**src/sv/dfd_pkg.sv**
```systemverilog
package dfd_pkg;

  // Frame layout
  localparam int NUM_VALUES  = 5;
  localparam int PAYLOAD_LEN = 2 * NUM_VALUES;
  localparam int FRAME_LEN   = PAYLOAD_LEN + 5;
  localparam int FILL_W      = $clog2(FRAME_LEN + 1);
  localparam int DUTY_W      = 10;

  localparam logic [7:0]        CRC_POLY = 8'h07;
  localparam logic [DUTY_W-1:0] DUTY_MAX = 10'd1023;

  // Configuration register indexes
  localparam int CFG_IDX_W = 2;
  localparam logic [CFG_IDX_W-1:0] REG_HEADER_FIRST  = 2'd0;
  localparam logic [CFG_IDX_W-1:0] REG_HEADER_SECOND = 2'd1;
  localparam logic [CFG_IDX_W-1:0] REG_FOOTER_FIRST  = 2'd2;
  localparam logic [CFG_IDX_W-1:0] REG_FOOTER_SECOND = 2'd3;

  localparam logic [7:0] RST_HEADER_FIRST  = 8'hAA;
  localparam logic [7:0] RST_HEADER_SECOND = 8'h55;
  localparam logic [7:0] RST_FOOTER_FIRST  = 8'h55;
  localparam logic [7:0] RST_FOOTER_SECOND = 8'hAA;

  typedef struct packed {
    logic [7:0] byte_value;
    logic       new_buffer;
  } dfd_in_t;

  typedef struct packed {
    logic [DUTY_W-1:0] duty_0;
    logic [DUTY_W-1:0] duty_1;
    logic [DUTY_W-1:0] duty_2;
    logic [DUTY_W-1:0] duty_3;
    logic [DUTY_W-1:0] duty_4;
  } dfd_out_t;

  // What one cell hands to its older neighbor
  typedef struct packed {
    logic [7:0] data;
    logic [7:0] crc;
  } dfd_link_t;

  // One byte through the MSB-first CRC-8 register (caller XORs the byte in)
  function automatic logic [7:0] crc8_step(input logic [7:0] crc_in);
    logic [7:0] c;
    c = crc_in;
    for (int b = 0; b < 8; b++) begin
      if (c[7]) c = {c[6:0], 1'b0} ^ CRC_POLY;
      else      c = {c[6:0], 1'b0};
    end
    return c;
  endfunction

  // Little-endian 16-bit value, saturated to the duty range
  function automatic logic [DUTY_W-1:0] clamp_duty(input logic [7:0] lo,
                                                   input logic [7:0] hi);
    if (hi[7:2] != 6'd0) return DUTY_MAX;
    else                 return {hi[1:0], lo};
  endfunction

endpackage

```
**src/sv/dfd_cell.sv**
```systemverilog
module dfd_cell #(
  parameter bit ABSORB = 1'b1
) (
  input  logic              clk,
  input  logic              adv,
  input  logic [7:0]        new_byte,
  input  dfd_pkg::dfd_link_t prev,
  output dfd_pkg::dfd_link_t cur
);
  import dfd_pkg::*;

  dfd_link_t cur_r;
  dfd_link_t cur_nxt;

  // Shift the byte one age older; absorb the arriving byte into the CRC
  // while this cell still lies inside the payload span, else pass it on.
  always_comb begin
    cur_nxt.data = prev.data;
    if (ABSORB) cur_nxt.crc = crc8_step(prev.crc ^ new_byte);
    else        cur_nxt.crc = prev.crc;
  end

  always_ff @(posedge clk) begin
    if (adv) cur_r <= cur_nxt;
  end

  assign cur = cur_r;

endmodule

```
**src/sv/duty_frame_deframer_crc8_core.sv**
```systemverilog
// Channel | Direction | Handshake            | Payload
// in_     | input     | in_valid / in_stall   | dfd_in_t  (byte_value, new_buffer)
// out_    | output    | out_valid / out_stall | dfd_out_t (duty_0 .. duty_4)
// cfg_    | input     | APB, pready tied high | header/footer marker bytes
//
// One byte is taken per cycle, back to back, unless in_stall holds it; a result is
// registered once the byte that completes a good frame is in the cell chain. The rate
// is set by the cell chain, which shifts one byte and one CRC step per cell per accepted byte.
// Reset (rst_n low, synchronous) empties the window and restores the markers.
// A stalled result stalls the input only when a further good frame is waiting.
module duty_frame_deframer_crc8_core (
  input  logic               clk,
  input  logic               rst_n,
  input  logic               in_valid,
  output logic               in_stall,
  input  dfd_pkg::dfd_in_t   in_data,
  output logic               out_valid,
  input  logic               out_stall,
  output dfd_pkg::dfd_out_t  out_data,
  input  logic               cfg_psel,
  input  logic               cfg_penable,
  input  logic               cfg_pwrite,
  input  logic [3:0]         cfg_paddr,
  input  logic [31:0]        cfg_pwdata,
  output logic [31:0]        cfg_prdata,
  output logic               cfg_pready
);
  import dfd_pkg::*;

  // ---------------------------------------------------------------------------
  // Configuration registers
  // ---------------------------------------------------------------------------
  logic [7:0] hdr0_r, hdr1_r, ftr0_r, ftr1_r;
  logic [CFG_IDX_W-1:0] cfg_idx;
  logic                 cfg_wr;

  assign cfg_pready = 1'b1;
  assign cfg_idx    = cfg_paddr[3:2];
  assign cfg_wr     = cfg_psel && cfg_penable && cfg_pwrite;

  always_ff @(posedge clk) begin
    if (!rst_n) begin
      hdr0_r <= RST_HEADER_FIRST;
      hdr1_r <= RST_HEADER_SECOND;
      ftr0_r <= RST_FOOTER_FIRST;
      ftr1_r <= RST_FOOTER_SECOND;
    end else if (cfg_wr) begin
      unique case (cfg_idx)
        REG_HEADER_FIRST:  hdr0_r <= cfg_pwdata[7:0];
        REG_HEADER_SECOND: hdr1_r <= cfg_pwdata[7:0];
        REG_FOOTER_FIRST:  ftr0_r <= cfg_pwdata[7:0];
        REG_FOOTER_SECOND: ftr1_r <= cfg_pwdata[7:0];
        default: ;
      endcase
    end
  end

  always_comb begin
    unique case (cfg_idx)
      REG_HEADER_FIRST:  cfg_prdata = {24'd0, hdr0_r};
      REG_HEADER_SECOND: cfg_prdata = {24'd0, hdr1_r};
      REG_FOOTER_FIRST:  cfg_prdata = {24'd0, ftr0_r};
      REG_FOOTER_SECOND: cfg_prdata = {24'd0, ftr1_r};
      default:           cfg_prdata = 32'd0;
    endcase
  end

  // ---------------------------------------------------------------------------
  // Handshake and evaluation stage
  // ---------------------------------------------------------------------------
  logic in_accept;
  logic s1_valid_r, s1_valid_nxt;
  logic s1_hit, out_blocked;
  logic frame_ok;

  assign out_blocked = out_valid && out_stall;
  assign s1_hit      = s1_valid_r && frame_ok;
  // Hold the window only while a good frame waits behind a stalled result.
  assign in_stall    = s1_hit && out_blocked;
  assign in_accept   = in_valid && !in_stall;

  always_comb begin
    if (in_accept)     s1_valid_nxt = 1'b1;
    else if (in_stall) s1_valid_nxt = s1_valid_r;
    else               s1_valid_nxt = 1'b0;
  end

  always_ff @(posedge clk) begin
    if (!rst_n) s1_valid_r <= 1'b0;
    else        s1_valid_r <= s1_valid_nxt;
  end

  // ---------------------------------------------------------------------------
  // Fill count: bytes held since the start of the buffer, saturating
  // ---------------------------------------------------------------------------
  logic [FILL_W-1:0] fill_r, fill_nxt;

  always_comb begin
    fill_nxt = fill_r;
    if (in_accept) begin
      if (in_data.new_buffer)                       fill_nxt = FILL_W'(1);
      else if (fill_r != FILL_W'(FRAME_LEN))        fill_nxt = fill_r + FILL_W'(1);
    end
  end

  always_ff @(posedge clk) begin
    if (!rst_n) fill_r <= '0;
    else        fill_r <= fill_nxt;
  end

  // ---------------------------------------------------------------------------
  // Cell chain: cell 0 holds the newest byte, cell FRAME_LEN-1 the oldest.
  // Cell c (c < PAYLOAD_LEN) holds the CRC over the newest c+1 bytes; later
  // cells delay that CRC so it lines up with the payload span of the window.
  // ---------------------------------------------------------------------------
  dfd_link_t link_in;
  dfd_link_t link [FRAME_LEN];

  assign link_in = '{data: in_data.byte_value, crc: 8'h00};

  for (genvar c = 0; c < FRAME_LEN; c++) begin : g_cell
    if (c == 0) begin : g_head
      dfd_cell #(.ABSORB(1'b1)) u_cell (
        .clk      (clk),
        .adv      (in_accept),
        .new_byte (in_data.byte_value),
        .prev     (link_in),
        .cur      (link[c])
      );
    end else begin : g_body
      dfd_cell #(.ABSORB(c < PAYLOAD_LEN)) u_cell (
        .clk      (clk),
        .adv      (in_accept),
        .new_byte (in_data.byte_value),
        .prev     (link[c-1]),
        .cur      (link[c])
      );
    end
  end

  // Frame check on the registered window; ages count from the newest byte.
  localparam int AGE_HDR0 = FRAME_LEN - 1;
  localparam int AGE_HDR1 = FRAME_LEN - 2;
  localparam int AGE_CRC  = 2;
  localparam int AGE_FTR0 = 1;
  localparam int AGE_FTR1 = 0;
  localparam int AGE_PAY0 = FRAME_LEN - 3;   // first payload byte
  localparam int CRC_CELL = AGE_PAY0;        // CRC over the payload span

  assign frame_ok = (fill_r == FILL_W'(FRAME_LEN))
                 && (link[AGE_HDR0].data == hdr0_r)
                 && (link[AGE_HDR1].data == hdr1_r)
                 && (link[AGE_FTR0].data == ftr0_r)
                 && (link[AGE_FTR1].data == ftr1_r)
                 && (link[CRC_CELL].crc  == link[AGE_CRC].data);

  dfd_out_t result;
  assign result.duty_0 = clamp_duty(link[AGE_PAY0].data,     link[AGE_PAY0 - 1].data);
  assign result.duty_1 = clamp_duty(link[AGE_PAY0 - 2].data, link[AGE_PAY0 - 3].data);
  assign result.duty_2 = clamp_duty(link[AGE_PAY0 - 4].data, link[AGE_PAY0 - 5].data);
  assign result.duty_3 = clamp_duty(link[AGE_PAY0 - 6].data, link[AGE_PAY0 - 7].data);
  assign result.duty_4 = clamp_duty(link[AGE_PAY0 - 8].data, link[AGE_PAY0 - 9].data);

  // ---------------------------------------------------------------------------
  // Output register
  // ---------------------------------------------------------------------------
  logic     out_valid_r;
  dfd_out_t out_data_r;

  always_ff @(posedge clk) begin
    if (!rst_n) begin
      out_valid_r <= 1'b0;
    end else if (s1_hit && !out_blocked) begin
      out_valid_r <= 1'b1;
    end else if (!out_stall) begin
      out_valid_r <= 1'b0;
    end
  end

  always_ff @(posedge clk) begin
    if (s1_hit && !out_blocked) out_data_r <= result;
  end

  assign out_valid = out_valid_r;
  assign out_data  = out_data_r;

  // ---------------------------------------------------------------------------
  // Assertions
  // ---------------------------------------------------------------------------
  a_stall_only_when_blocked: assert property (@(posedge clk) disable iff (!rst_n)
    in_stall |-> (out_valid && out_stall))
    else $error("input stalled without a blocked result");

  a_result_needs_full_window: assert property (@(posedge clk) disable iff (!rst_n)
    $rose(out_valid) |-> ($past(fill_r) == FILL_W'(FRAME_LEN)))
    else $error("result issued from a partial window");

  a_accept_reaches_check: assert property (@(posedge clk) disable iff (!rst_n)
    in_accept |=> s1_valid_r)
    else $error("accepted byte not presented to the frame check");

endmodule
```
**config.mk**
```make
export PLATFORM = sky130hd
export DESIGN_NAME = duty_frame_deframer_crc8_core
export DESIGN_NICKNAME = d
export VERILOG_FILES = /design/src/sv/dfd_pkg.sv /design/src/sv/dfd_cell.sv /design/src/sv/duty_frame_deframer_crc8_core.sv
export SDC_FILE = /design/constraint.sdc
export NUM_CORES = 1
export LEC_CHECK = 0
export ABC_AREA = 1
export ABC_CLOCK_PERIOD_IN_PS = 12000
export BUFFER_PORTS_ARGS = -buffer_cell sky130_fd_sc_hd__buf_2
export CAP_MARGIN = 0
export CORE_ASPECT_RATIO = 1.1
export CORE_MARGIN = 2
export CORE_UTILIZATION = 60
export CTS_BUF_LIST = sky130_fd_sc_hd__clkbuf_2
export DETAILED_ROUTE_END_ITERATION = 10
export PLACE_DENSITY = 0.81
export SYNTH_ARGS = -nofsm -noshare
export SYNTH_HDL_FRONTEND = slang
export SYNTH_HIERARCHICAL = 1
export SYNTH_SLANG_ARGS = --single-unit
```
**constraint.sdc**
```tcl
create_clock -name clk -period 12 [get_ports clk]
set_input_delay 0.6 -clock clk [delete_from_list [all_inputs] [get_ports clk]]
set_output_delay 0.6 -clock clk [all_outputs]
set_load 0.02 [all_outputs]
```
==> results by group <==
GRT
  – Largest net degree at the start of global routing: between 150 and 200
  – Overall global routing resource usage: between 20% and 30%
  – Vias in the first global route: 10,600
  – Routing usage on met2: 42.3%
  – First-pass GRT wire length: a little under 50 mm
  – Global route total overflow: 0
  – Met3 usage in global routing: 5.14%
  – Top Usage Layer GRT: met2
  – Met1 Track Usage GR: a little over a quarter
  – Initial antenna violation count: 2

Critical path
  – Cell Chain, Critical Path: nand2_1, nand2_1, nor4b_1, nand4_1, nor2_1, buf_2
  – WP buf/inv: 1
  – Critical R2R Launch: g_cell[0].g_head.u_cell/cur[9]
  – WS Path Type: flop to output pin
  – R2R Setup Slk: a little under 9000 ps
  – Largest delay share family, worst path: simple AND/OR/NAND/NOR gates
  – Crit path largest cell delay: between 500 and 600 ps
  – Cell mode on critical path: nand2_1
  – Critical Path Fanout Max: 3
  – WP data required: roughly 11,000 ps
  – Crit. Startpoint: g_cell[0].g_head.u_cell/cur[9]
  – Cell depth of the worst flop-to-flop path: 12
  – Crit-path slowest cell: nor4b_1
  – Startpoint Class: flop
  – Worst Path Arrival: approximately 2800 ps
  – Worst reg2reg path endpoint: g_cell[4].g_body.u_cell/cur[11]
  – CP Capture Type: output pin

Cells and area
  – Register area: between 8000 and 9000 um2
  – Filler instances: between 1,500 and 2,000
  – Multi-input gate area: around 5400 um2
  – Syn-to-layout area delta: 10.7%
  – Layout net count: 1,894
  – Fraction of layout cells with a size suffix above 1: approximately 16%

Worst hold path
  – Worst Hold End: fill_r[0]
  – Min-delay src: in_data[0]
  – Worst hold stages: 5
  – Hold crit path type: input pin to flop

Clock network
  – Htree depth: 3
  – Worst skew pair latency: between 800 and 900 ps
  – Clk slew on worst S/H paths: ~100 ps
  – CTS sink cnt: 312
  – Root Buffer: clkbuf_2
  – TritonCTS clock tree: done
  – Cts bufs inserted: 77
  – Longest Clk Path Bufs: 3

Power and ir drop
  – Pwr per Cell Area: between 150 and 200 nW/um2
  – Comb power frac: between 20% and 30%
  – Sw frac: roughly a third
  – Int Pwr: 0.00203 W
  – Maximum VDD drop: 0.0000893 V
  – Switching pwr: approximately 0.0011 W
  – Clock network fraction of total power: 23.0%
  – Pleak: 8.18 nW
  – Sequential Power Share: ~50%

Die
  – Number of primary I/O pins: around 140
  – Starting Density: 60.9%
  – Die width: between 150 and 200 um
  – Placeable core region: between 20,000 and 30,000 um2
  – Row count: 61
  – Die area: between 20,000 and 30,000 um2
  – Die height: between 150 and 200 um

Placement
  – Port Buf Inserts: 85
  – Post-DP HPWL: about 22 mm
  – Placer Congestion: 0.884

Timing
  – RSZ-0062 raised after global routing: false
  – Fin Hold WS: 135 ps
  – Peak Freq: between 200 and 300 MHz
  – Slew Limit Headroom: roughly 25%
  – Final hold vios: 0
  – Final setup viols: 0
  – Worst slew pin tran: roughly 1100 ps
  – Fin crit share: between 20% and 30%
  – Setup_tns: 0 ps
  – Post-layout min period: approximately 3400 ps
  – Final Skew: between 60 and 70 ps
  – Max Slew Vio Count: 0

Detailed routing
  – Total wire length: approximately 31 mm
  – Routed length per placed instance: ~14 um
  – # DRC: 0
  – 1st-iter DRT viols: 741
  – Detailed-route via count: around 11,000
  – DR pass1 iterations: 5
  – Vias/cell: ~5
  – DRT antenna net count: 0

Run status
  – Outcome: finished, final reports clean

Job
  – Max Cap Viol: 0

Synthesis
  – Yosys warnings: 6
  – Mapped Area: 15,400 um2
  – Syn Area/Cell: about 9.3 um2
  – Synth Instances: roughly 1,700
## flip-flops by register name, summed over array words and instances (netlist names)
name,flops
g_cell.g_head.u_cell/cur,16
ftr0_r,8
out_valid,1
g_cell.g_body.u_cell/cur,208
fill_r,4
ftr1_r,8
s1_valid_r,1
out_data,50
hdr1_r,8
hdr0_r,8
## layout by cell type, fill, tap and decap left out, types with 21 or more instances in the layout
master and n:
nand2_2 41, buf_2 85, clkbuf_2 107, conb_1 41
xnor2_1 38, edfxtp_1 274, o21ai_0 27, nor2_1 37
xor2_1 60, inv_1 232, nand2_1 707, nand3_2 21
clkinv_1 22, nand3_1 31, dfxtp_1 38
## metrics by stage
step | worst slack [ps] | cell area, um2 | total power, W | cells | utilization (%)
after floorplan | 6070 | 15500 | 0.00222 | 1696 | -
after global placement | 8820 | 16200 | 0.00236 | 2098 | 64.1
after detailed placement | 8770 | 16200 | 0.00241 | 2098 | 64.1
after CTS | 8670 | 17000 | 0.00314 | 2240 | 67.4
after global routing | 8420 | 17000 | 0.00334 | 2242 | 67.4
final | 8620 | 17000 | 0.00312 | 2242 | 67.4
## worst max path at each step
stage | to | cells after the start
3_5_place_dp | g_cell[9].g_body.u_cell/cur[13] | 12
4_1_cts | in_stall | 10
2_1_floorplan | g_cell[0].g_head.u_cell/cur[0] | 10
3_3_place_gp | g_cell[4].g_body.u_cell/cur[12] | 7
5_1_grt | g_cell[7].g_body.u_cell/cur[12] | 12
6_report | in_stall | 6
## per-layer routing
layer	wire [um]	part of all wire (%)	up-vias
met5	0	0	-
met4	943	3.0	0
met3	1910	6.2	75
met2	15800	51	342
met1	12400	40	5083
li1	-	-	5585
## timing repair
action / in CTS / in global routing
gates resized for setup: 0 / 0
hold endpoints to repair: 22 / 0
setup buffers: 0 / 0
hold buffers: 10 / 0
## power groups by stage
| stage | Combinational (W) | Clock (W) | Sequential [W] |
|---|---|---|---|
| detailed placement | 0.000862 | 0 | 0.00155 |
| floorplan | 0.000698 | 0 | 0.00152 |
| finish | 0.000877 | 0.000716 | 0.00152 |
| global placement | 0.000829 | 0 | 0.00154 |
| CTS | 0.000874 | 0.000742 | 0.00152 |
| global route | 0.00100 | 0.000793 | 0.00154 |
## final cells by class
class	instances	share of cell area (%)
flip-flops and latches	312	52.8
multi-input cells	1104	31.7
inverters	249	5.53
repair buffers	97	3.18
clock buffers	107	3.15
well taps	346	2.54
clock inverters	25	1.07
diodes	2	0.0294
## worst reg2reg max path, cell delays in order (launching register included)
cell and delay, ps:
edfxtp_1 460, inv_1 80, nand2_1 80, nand2_1 90, nor2_1 50, nand2_1 60, nor2_1 30, nand2_1 70
nor2_2 50, nand3_4 100, nand2_1 160, inv_8 780, buf_4 850
No activity file was read; power rests on OpenSTA's default activity.
